[config.mk]
export PLATFORM = sky130hd
export DESIGN_NAME = json_string_unescape
export DESIGN_NICKNAME = d
export VERILOG_FILES = /design/src/design/jsu_pkg.sv /design/src/design/jsu_decode.sv /design/src/design/json_string_unescape.sv
export SDC_FILE = /design/constraint.sdc
export NUM_CORES = 1
export LEC_CHECK = 0
export ABC_AREA = 1
export BUFFER_PORTS_ARGS = -buffer_cell sky130_fd_sc_hd__buf_2
export CAP_MARGIN = 20
export CORE_ASPECT_RATIO = 1.1
export CORE_MARGIN = 2
export CORE_UTILIZATION = 25
export CTS_BUF_LIST = sky130_fd_sc_hd__clkbuf_8
export CTS_CLUSTER_SIZE = 40
export DETAILED_ROUTE_END_ITERATION = 10
export SLEW_MARGIN = 20
export SYNTH_ARGS = -nofsm -noshare
export SYNTH_HDL_FRONTEND = slang
export SYNTH_SLANG_ARGS = --single-unit
[constraint.sdc]
create_clock -name clk -period 2.6 [get_ports clk]
set_input_delay 0.39 -clock clk [delete_from_list [all_inputs] [get_ports clk]]
set_output_delay 0.39 -clock clk [all_outputs]
set_load 0.03 [all_outputs]
[src/design/jsu_pkg.sv]
// Shared types and constants for the JSON string unescape block.
// No dependencies; imported by jsu_decode and json_string_unescape.
package jsu_pkg;

  typedef enum logic [2:0] {
    PH_IDLE = 3'd0,
    PH_BODY = 3'd1,
    PH_ESC  = 3'd2,
    PH_HEX  = 3'd3
  } phase_t;

  typedef enum logic [1:0] {
    ST_DATA     = 2'd0,
    ST_DONE     = 2'd1,
    ST_NO_QUOTE = 2'd2,
    ST_UNTERM   = 2'd3
  } status_t;

  localparam int unsigned MAX_RESULTS = 3;

  typedef struct packed {
    phase_t      phase;
    logic [1:0]  hex_count;
    logic [11:0] hex_acc;
  } jsu_state_t;

  // Results caused by one input byte; entries past count are don't-care.
  typedef struct packed {
    logic [1:0]                    count;
    logic [MAX_RESULTS-1:0][7:0]   bytes;
    logic                          has_byte;
    status_t                       status;
  } jsu_result_t;

endpackage

[src/design/jsu_decode.sv]
// Combinational decode step: current parser state plus one input byte
// gives the next state and up to three result bytes. Depends on jsu_pkg.
module jsu_decode (
  input  jsu_pkg::jsu_state_t  cur,
  input  logic [7:0]           ch,
  input  logic                 start_req,
  input  logic                 end_of_text,
  output jsu_pkg::jsu_state_t  nxt,
  output jsu_pkg::jsu_result_t res
);
  import jsu_pkg::*;

  localparam logic [7:0] CH_QUOTE  = 8'h22;
  localparam logic [7:0] CH_BSLASH = 8'h5c;
  localparam logic [7:0] CH_B      = 8'h62;
  localparam logic [7:0] CH_F      = 8'h66;
  localparam logic [7:0] CH_N      = 8'h6e;
  localparam logic [7:0] CH_R      = 8'h72;
  localparam logic [7:0] CH_T      = 8'h74;
  localparam logic [7:0] CH_U      = 8'h75;

  localparam jsu_state_t IDLE_STATE = '{phase: PH_IDLE, hex_count: 2'd0, hex_acc: 12'd0};

  logic        hex_ok;
  logic [3:0]  hex_digit;
  logic [15:0] cp;

  always_comb begin
    hex_ok    = 1'b1;
    hex_digit = 4'd0;
    if (ch >= 8'h30 && ch <= 8'h39) begin
      hex_digit = ch[3:0];
    end else if ((ch >= 8'h61 && ch <= 8'h66) || (ch >= 8'h41 && ch <= 8'h46)) begin
      hex_digit = ch[3:0] + 4'd9;
    end else begin
      hex_ok = 1'b0;
    end
  end

  assign cp = {cur.hex_acc, hex_digit};

  always_comb begin
    nxt          = cur;
    res.count    = 2'd1;
    res.bytes    = '0;
    res.has_byte = 1'b0;
    res.status   = ST_DATA;

    if (start_req) begin
      nxt = IDLE_STATE;
      if (end_of_text || ch != CH_QUOTE) begin
        res.status = ST_NO_QUOTE;
      end else begin
        nxt.phase = PH_BODY;
      end
    end else if (cur.phase != PH_BODY && cur.phase != PH_ESC && cur.phase != PH_HEX) begin
      nxt = IDLE_STATE;
    end else if (end_of_text) begin
      nxt        = IDLE_STATE;
      res.status = ST_UNTERM;
    end else begin
      unique case (cur.phase)
        PH_BODY: begin
          if (ch == CH_QUOTE) begin
            nxt        = IDLE_STATE;
            res.status = ST_DONE;
          end else if (ch == CH_BSLASH) begin
            nxt.phase = PH_ESC;
          end else begin
            res.bytes[0] = ch;
            res.has_byte = 1'b1;
          end
        end
        PH_ESC: begin
          nxt.phase    = PH_BODY;
          res.has_byte = 1'b1;
          unique case (ch)
            CH_B:    res.bytes[0] = 8'h08;
            CH_F:    res.bytes[0] = 8'h0c;
            CH_N:    res.bytes[0] = 8'h0a;
            CH_R:    res.bytes[0] = 8'h0d;
            CH_T:    res.bytes[0] = 8'h09;
            CH_U: begin
              nxt          = '{phase: PH_HEX, hex_count: 2'd0, hex_acc: 12'd0};
              res.has_byte = 1'b0;
            end
            default: res.bytes[0] = ch;
          endcase
        end
        default: begin
          // hex digits of a \u escape
          if (!hex_ok) begin
            nxt        = IDLE_STATE;
            res.status = ST_UNTERM;
          end else if (cur.hex_count != 2'd3) begin
            nxt.hex_acc   = {cur.hex_acc[7:0], hex_digit};
            nxt.hex_count = cur.hex_count + 2'd1;
          end else begin
            nxt          = '{phase: PH_BODY, hex_count: 2'd0, hex_acc: 12'd0};
            res.has_byte = 1'b1;
            if (cp[15:7] == 9'd0) begin
              res.bytes[0] = cp[7:0];
            end else if (cp[15:11] == 5'd0) begin
              res.count    = 2'd2;
              res.bytes[0] = {3'b110, cp[10:6]};
              res.bytes[1] = {2'b10, cp[5:0]};
            end else begin
              res.count    = 2'd3;
              res.bytes[0] = {4'b1110, cp[15:12]};
              res.bytes[1] = {2'b10, cp[11:6]};
              res.bytes[2] = {2'b10, cp[5:0]};
            end
          end
        end
      endcase
    end
  end

endmodule

[src/design/json_string_unescape.sv]
// Top level of the JSON string unescape block: parser state, output
// register and stream handshakes. Depends on jsu_pkg and jsu_decode.
//
// Feed one byte of a JSON string literal per transfer, with tuser[0] set on
// the opening quote; every input transfer yields one or more output
// transfers, the final one marked by tlast. Bytes that decode to nothing
// still yield one transfer with has_byte low that carries the status
// (0 data, 1 complete, 2 no opening quote, 3 unterminated or bad \u digit).
// Throughput is one input byte per cycle while m_tready stays high; a \u
// escape whose code point needs two or three UTF-8 bytes holds the single
// output register until its last byte goes, and a new input is taken in
// that cycle. The first output is offered in the cycle after the input.
module json_string_unescape (
  input  logic       clk,
  input  logic       rst,
  input  logic       s_tvalid,
  output logic       s_tready,
  input  logic [7:0] s_tdata,   // [7:0] ch
  input  logic [1:0] s_tuser,   // [0] start_req, [1] end_of_text
  output logic       m_tvalid,
  input  logic       m_tready,
  output logic [7:0] m_tdata,   // [7:0] out_byte
  output logic [2:0] m_tuser,   // [0] has_byte, [2:1] status
  output logic       m_tlast
);
  import jsu_pkg::*;

  jsu_state_t  state;
  jsu_state_t  state_next;
  jsu_result_t res;

  logic                        ovalid;
  logic [1:0]                  oidx;
  logic [1:0]                  ocount;
  logic [MAX_RESULTS-1:0][7:0] obytes;
  logic                        ohas;
  status_t                     ostat;

  logic in_fire;
  logic out_fire;

  jsu_decode u_decode (
    .cur         (state),
    .ch          (s_tdata),
    .start_req   (s_tuser[0]),
    .end_of_text (s_tuser[1]),
    .nxt         (state_next),
    .res         (res)
  );

  assign m_tvalid = ovalid;
  assign m_tlast  = (oidx == ocount - 2'd1);
  assign m_tdata  = obytes[oidx];
  assign m_tuser  = {ostat, ohas};

  // Take a new byte while the register is empty or its final transfer leaves.
  assign s_tready = !ovalid || (m_tready && m_tlast);
  assign in_fire  = s_tvalid && s_tready;
  assign out_fire = ovalid && m_tready;

  always_ff @(posedge clk) begin
    if (rst) begin
      state  <= '{phase: PH_IDLE, hex_count: 2'd0, hex_acc: 12'd0};
      ovalid <= 1'b0;
      oidx   <= 2'd0;
    end else begin
      if (in_fire) begin
        state  <= state_next;
        ovalid <= 1'b1;
        oidx   <= 2'd0;
      end else if (out_fire) begin
        if (m_tlast) begin
          ovalid <= 1'b0;
        end else begin
          oidx <= oidx + 2'd1;
        end
      end
    end
  end

  always_ff @(posedge clk) begin
    if (in_fire) begin
      ocount <= res.count;
      obytes <= res.bytes;
      ohas   <= res.has_byte;
      ostat  <= res.status;
    end
  end

  a_idx_in_range: assert property (@(posedge clk) disable iff (rst)
    ovalid |-> (oidx < ocount))
    else $error("output index past result count");

  a_multi_is_data: assert property (@(posedge clk) disable iff (rst)
    (ovalid && ocount != 2'd1) |-> (ohas && ostat == ST_DATA))
    else $error("multi-byte result without data flags");

  a_load_starts_at_first: assert property (@(posedge clk) disable iff (rst)
    in_fire |=> (m_tvalid && oidx == 2'd0))
    else $error("accepted byte did not load the output register");

  a_hex_clear_outside: assert property (@(posedge clk) disable iff (rst)
    (state.phase != PH_HEX) |-> (state.hex_count == 2'd0 && state.hex_acc == 12'd0))
    else $error("hex accumulator live outside hex phase");

endmodule

; ---- After elaboration in Yosys (flattened, before gate mapping)
; Cells that the tools add are included.
[word_totals]
output_inout_bits = 14
reg_bits = 49
input_bits = 14
[classes]
eq_ne = 20
n_mux = 47
n_reduce_logical = 25
addsub = 4
bitwise_logic = 2
magnitude_cmp = 7
[ops]
columns = op, n
row1 = $mux W16, 8
row2 = $mux W17, 4
row3 = $eq A8 B7 Y1 const B, 7
row4 = $mux W27, 2
row5 = $pmux W8 S6, 1
row6 = $mux W14, 3
row7 = $pmux W17 S2, 1
row8 = $mux W8, 3
row9 = $mux W18, 1
row10 = $mux W9, 2
row11 = $pmux W9 S2, 1
row12 = $bmux W8 S2, 1
row13 = $ge A8 B7 Y1 const B, 2
row14 = $le A8 B7 Y1 const B, 2
row15 = $mux W2, 5
row16 = $logic_not A9 Y1, 1
row17 = $mux W1, 9
row18 = $mux W3, 3
row19 = $reduce_or A9 Y1, 1
row20 = $eq A8 B6 Y1 const B, 1
row21 = $ge A8 B6 Y1 const B, 1
row22 = $le A8 B6 Y1 const B, 1
row23 = $logic_and A1 B1 Y1, 8
row24 = $mux W4, 2
row25 = other kinds (26), 35

; ---- Depth between registers and ports, before layout
[logic_depth]
depth_word = 17
ltp_mapped = 13

; ---- Cells and area by module
; From an unflattened synthesis, not the netlist that was laid out.
[unflattened]
cells_unflattened = 520
area_unflattened_um2 = 3545.9
[by_module_without_submodules]
columns = mod, cells_per_inst, instances, area_per_inst_um2, seq_area_each_um2
row1 = json_string_unescape, 209, 1, 2000.7, 1271.2
row2 = jsu_decode, 311, 1, 1545.2, 0.0

; ---- Worst setup path before layout
; OpenSTA, ideal clock, no wires.
[synth_path]
path_type = flip-flop to output port
startpoint = register oidx[0]
endpoint = output m_tdata[5]
stages_incl_launch_ff = 6
arrival_time_ns = 1.524
path_buffers = 2
setup_slack_ns = 0.686
cell_sequence = dfxtp_1 > buf_4 > inv_4 > clkbuf_1 > nor2_1 > o21ai_0
[synth_between]
elab_chain_cells = 2
[synth_lines]
columns = item, line
row1 = start: declaration, json_string_unescape.sv:33  ; logic [1:0] oidx;
row2 = start signal: assignment, json_string_unescape.sv:75  ; oidx <= oidx + 2'd1;
row3 = $bmux W8 S2, json_string_unescape.sv:53  ; assign m_tdata = obytes[oidx];
row4 = $mux W8 (not written as such), json_string_unescape.sv:53
row5 = end: declaration, json_string_unescape.sv:22  ; output logic [7:0] m_tdata,
; Every way passes these cells. The select of a mux whose other input is x is not followed.

; ---- Worst setup path after layout
[layout_path]
startpoint = register oidx[1]
endpoint = output s_tready
[layout_between]
elab_chain_cells = 3
[layout_lines]
columns = item, line
row1 = $eq A2 B2 Y1, json_string_unescape.sv:52  ; assign m_tlast = (oidx == ocount - 2'd1);
row2 = $logic_and A1 B1 Y1, json_string_unescape.sv:57  ; assign s_tready = !ovalid || (m_tready && m_tlast);
row3 = $logic_or A1 B1 Y1, json_string_unescape.sv:57
row4 = end: declaration, json_string_unescape.sv:17  ; output logic s_tready,
; Every way passes these cells.

==> out/results.tsv <==
stage	metric	value	unit
worst_setup_path	worst_r2r_startpoint	oidx[1]	
route	routed_wirelength	7400	um
cts	cts.repair.resized	0	
sta	tightestPinTransition	0.456	ns
worst_setup_path	timing.critical_path.required	2.21	ns
worst_setup_path	timing.critical_path.max_delay_family	flip-flops	
grt	maximum_number_of_pins_on_one_net_before_global_route_repair	25	
power_and_ir_drop	power.static_leakage	1.38	nW
final_layout	most_common_library_cell_in_the_layout_ignoring_fill_and_taps	nand2_1	
worst_setup_path	rr_worst_depth	9	
floorplanning	chipWidth	109	um
final_layout	fill_cells	1306	
worst_setup_path	worst-path-buf-inv	3	
worst_setup_path	reg2reg_to	state[2]	
route	vias	2819	
power_and_ir_drop	cell_area_power_density	427	nW/um^2
sta	fin_skew	0.0117	ns
floorplanning	die_h	119	um
cts	clock_sinks	45	
route	drt_drc_violations_left	0	
route	route.antenna.remaining_nets	0	
final_layout	area_delta_synth_final	11.5	%
worst_setup_path	most_frequent_cell_on_the_critical_path	nand2_1	
place	buffer_ports.inserted	27	
sta	unrepaired_setup_endpoints_after_global_routing	false	
cts	htree_num_levels	2	
floorplanning	floorplan_die_area	12900	um^2
route	post_drt_via_cell_ratio	4.77	
synthesis	yosys_register_bits	45	
worst_setup_path	critPathLaunchType	register	
floorplanning	io_pins	28	
worst_setup_path	critPathKind	register to output pin	
final_layout	mostFrequentLayoutCells	83 x nand2_1, 51 x nor2_1, 48 x inv_1, 38 x nand3_1, 29 x a21oi_1	
grt	grtUsageTotal	0.118	
worst_setup_path	critical_path.cell_chain	inv_2 > nand2_1 > nand2_1 > nand2_1 > nand3_2 > nand2_1 > inv_1 > buf_2	
grt	grt_pass1_wl	12100	um
grt	grt_pass1_vias	2591	
final_layout	drive_above_1_share	0.176	
worst_setup_path	critical-path-max-stage-delay	0.60	ns
power_and_ir_drop	vdd.ir_drop.worst	0.181	mV
sta	timing.final.setup_violations	0	
place	detailedPlacementHpwl	5720	um
cts	cts_root_buf	clkbuf_8	
cts	cts_post_setup_buffers_inserted	0	
final_layout	diodes	0	
final_layout	final_area	3360	um^2
synthesis	synthCells	413	
worst_setup_path	worstSetupEndpoint	s_tready	
floorplanning	initial_utilization	0.254	
sta	min_period_over_period	0.799	
cts	tritoncts	done	
route	drt_first_iter_violations	239	
floorplanning	core.rowCount	42	
run_status	status	complete, no violations	
cts	cts.clk_slew.worst_paths	0.08	ns
cts	tritoncts.num_buffers	5	
worst_setup_path	critical-path-slowest-cell	dfxtp_1	
cts	clk_latency	0.30	ns
synthesis	netlist_area	3010	um^2
cts	cts.path.max_buffers	2	
sta	finalCriticalPeriod	2.08	ns
cts	hold_buffers	0	
worst_setup_path	regToRegSetupSlack	0.61	ns
job	max-cap-violations	0	
route	drt-wirelength-per-cell	12.5	um
synthesis	count_of_warnings_emitted_by_yosys	0	
synthesis	syn_nets	435	
synthesis	seq_area_frac_synth	0.385	
worst_setup_path	crit_arrival	1.69	ns
grt	antenna_found_initial	0	
final_layout	utilization	0.283	
hold_path	worstHoldStart	s_tvalid	
place	routability_congestion	0.933	
final_layout	design.final.nets	458	
sta	timing.final.hold_violations	0	
worst_setup_path	worst_setup_path_startpoint	oidx[1]	
sta	fin_setup_tns	0	ns
worst_setup_path	crit_cells	8	
synthesis	post_synth.cell_area_avg	7.30	um^2
synthesis	yosysUniqueCellTypes	38	
hold_path	hold_class	input port to register	
sta	timing.slew.headroom	0.696	
sta	max_freq	481	MHz
worst_setup_path	crit_path_end_kind	output pin	
sta	maxSlewViolCount	0	
grt	grt_overflow	0	
place	dpl_cell_area	3260	um^2
worst_setup_path	timing.critical_path.fanout_max	13	
route	drtPass1Iterations	5	
floorplanning	core_region_area	11900	um^2
power breakdown:
group          total (mW)  internal [mW]  switching [mW]
Sequential          0.787          0.778         0.00941
Combinational       0.197         0.0517           0.145
Clock               0.452          0.215           0.236
stage by stage:
step                      instances  power [mW]  hold WS [ns]  setup WS [ns]
after floorplan                 413       0.949         0.443          0.686
after global placement          583        1.00         0.456          0.453
after detailed placement        583        1.00         0.468          0.419
after CTS                       591        1.45         0.347          0.509
after global routing            591        1.50         0.361          0.383
final                           591        1.44         0.353          0.522
layout make-up:
type                            instances  area [um^2]  share of cell area
Timing Repair Buffer                   30          158              0.0469
Tap cell                              154          193              0.0573
Inverter                               57          220              0.0655
Clock inverter                          2         13.8             0.00410
Clock buffer                            6         82.6              0.0246
Multi-Input combinational cell        297         1530               0.456
Sequential cell                        45         1160               0.345
registers in the layout (all words and copies together), names as in the netlist:
name / cells
m_tvalid: 1
oidx: 2
state: 16
ocount: 2
ostat: 2
ohas: 1
obytes: 21
cell families after synthesis:
group,after synthesis,share of synthesized area
simple gates,222,0.360
fa+ha+maj,8,0.0332
buf+inv,71,0.106
flops,45,0.385
compound gates,67,0.116
cell usage after synthesis:
library cell | n | area, um^2
buf_2 | 1 | 5.00
buf_4 | 2 | 15.0
and3_1 | 1 | 6.26
clkinv_2 | 1 | 5.00
dfxtp_1 | 19 | 380
nor3_2 | 1 | 10.0
o22ai_1 | 1 | 6.26
clkinv_1 | 1 | 3.75
o21ai_0 | 28 | 140
edfxtp_1 | 26 | 781
o211ai_1 | 1 | 7.51
nand2_4 | 2 | 22.5
nand4_1 | 16 | 100
nand3_2 | 6 | 60.1
nor3_1 | 1 | 5.00
inv_1 | 48 | 180
nand2_2 | 8 | 50.1
nor2_8 | 1 | 20.0
buf_1 | 1 | 3.75
nor2_4 | 2 | 22.5
nand3_4 | 1 | 17.5
ha_1 | 8 | 100
o32ai_1 | 1 | 8.76
nand3b_1 | 1 | 7.51
nand3_1 | 38 | 190
buf_6 | 5 | 56.3
o21ai_1 | 5 | 25.0
and2_1 | 1 | 6.26
a21oi_2 | 1 | 8.76
a21boi_1 | 1 | 7.51
nand2_1 | 83 | 312
nor2_1 | 51 | 191
a21oi_1 | 29 | 145
nand4_2 | 1 | 12.5
clkbuf_1 | 5 | 18.8
inv_4 | 2 | 12.5
inv_2 | 5 | 18.8
nor2_2 | 8 | 50.1
layer usage:
layer | vias to the layer above | global-route usage | routed length [um]
met5 | - | 0 | 0
met4 | 0 | 0.0433 | 184
met3 | 19 | 0.0252 | 397
met2 | 82 | 0.193 | 3570
met1 | 1303 | 0.152 | 3240
li1 | 1415 | - | -
worst min-delay path by stage:
stage	depth (start not counted)	slack, ns	endpoint
after floorplan	2	0.44	state[12]
after global placement	2	0.46	state[11]
after global routing	3	0.36	m_tvalid
final	3	0.35	m_tvalid
after CTS	3	0.35	m_tvalid
after detailed placement	2	0.47	state[12]
worst register-to-register path, delay by kind of cell (launching register included):
family                 cells  cell delay, ns
DFF                        1            0.60
buffers and inverters      2            0.37
AOI/OAI and AO/OA          1            0.07
and+or+nand+nor            6            0.84
Note: power is estimated with default switching activity, not from simulation.
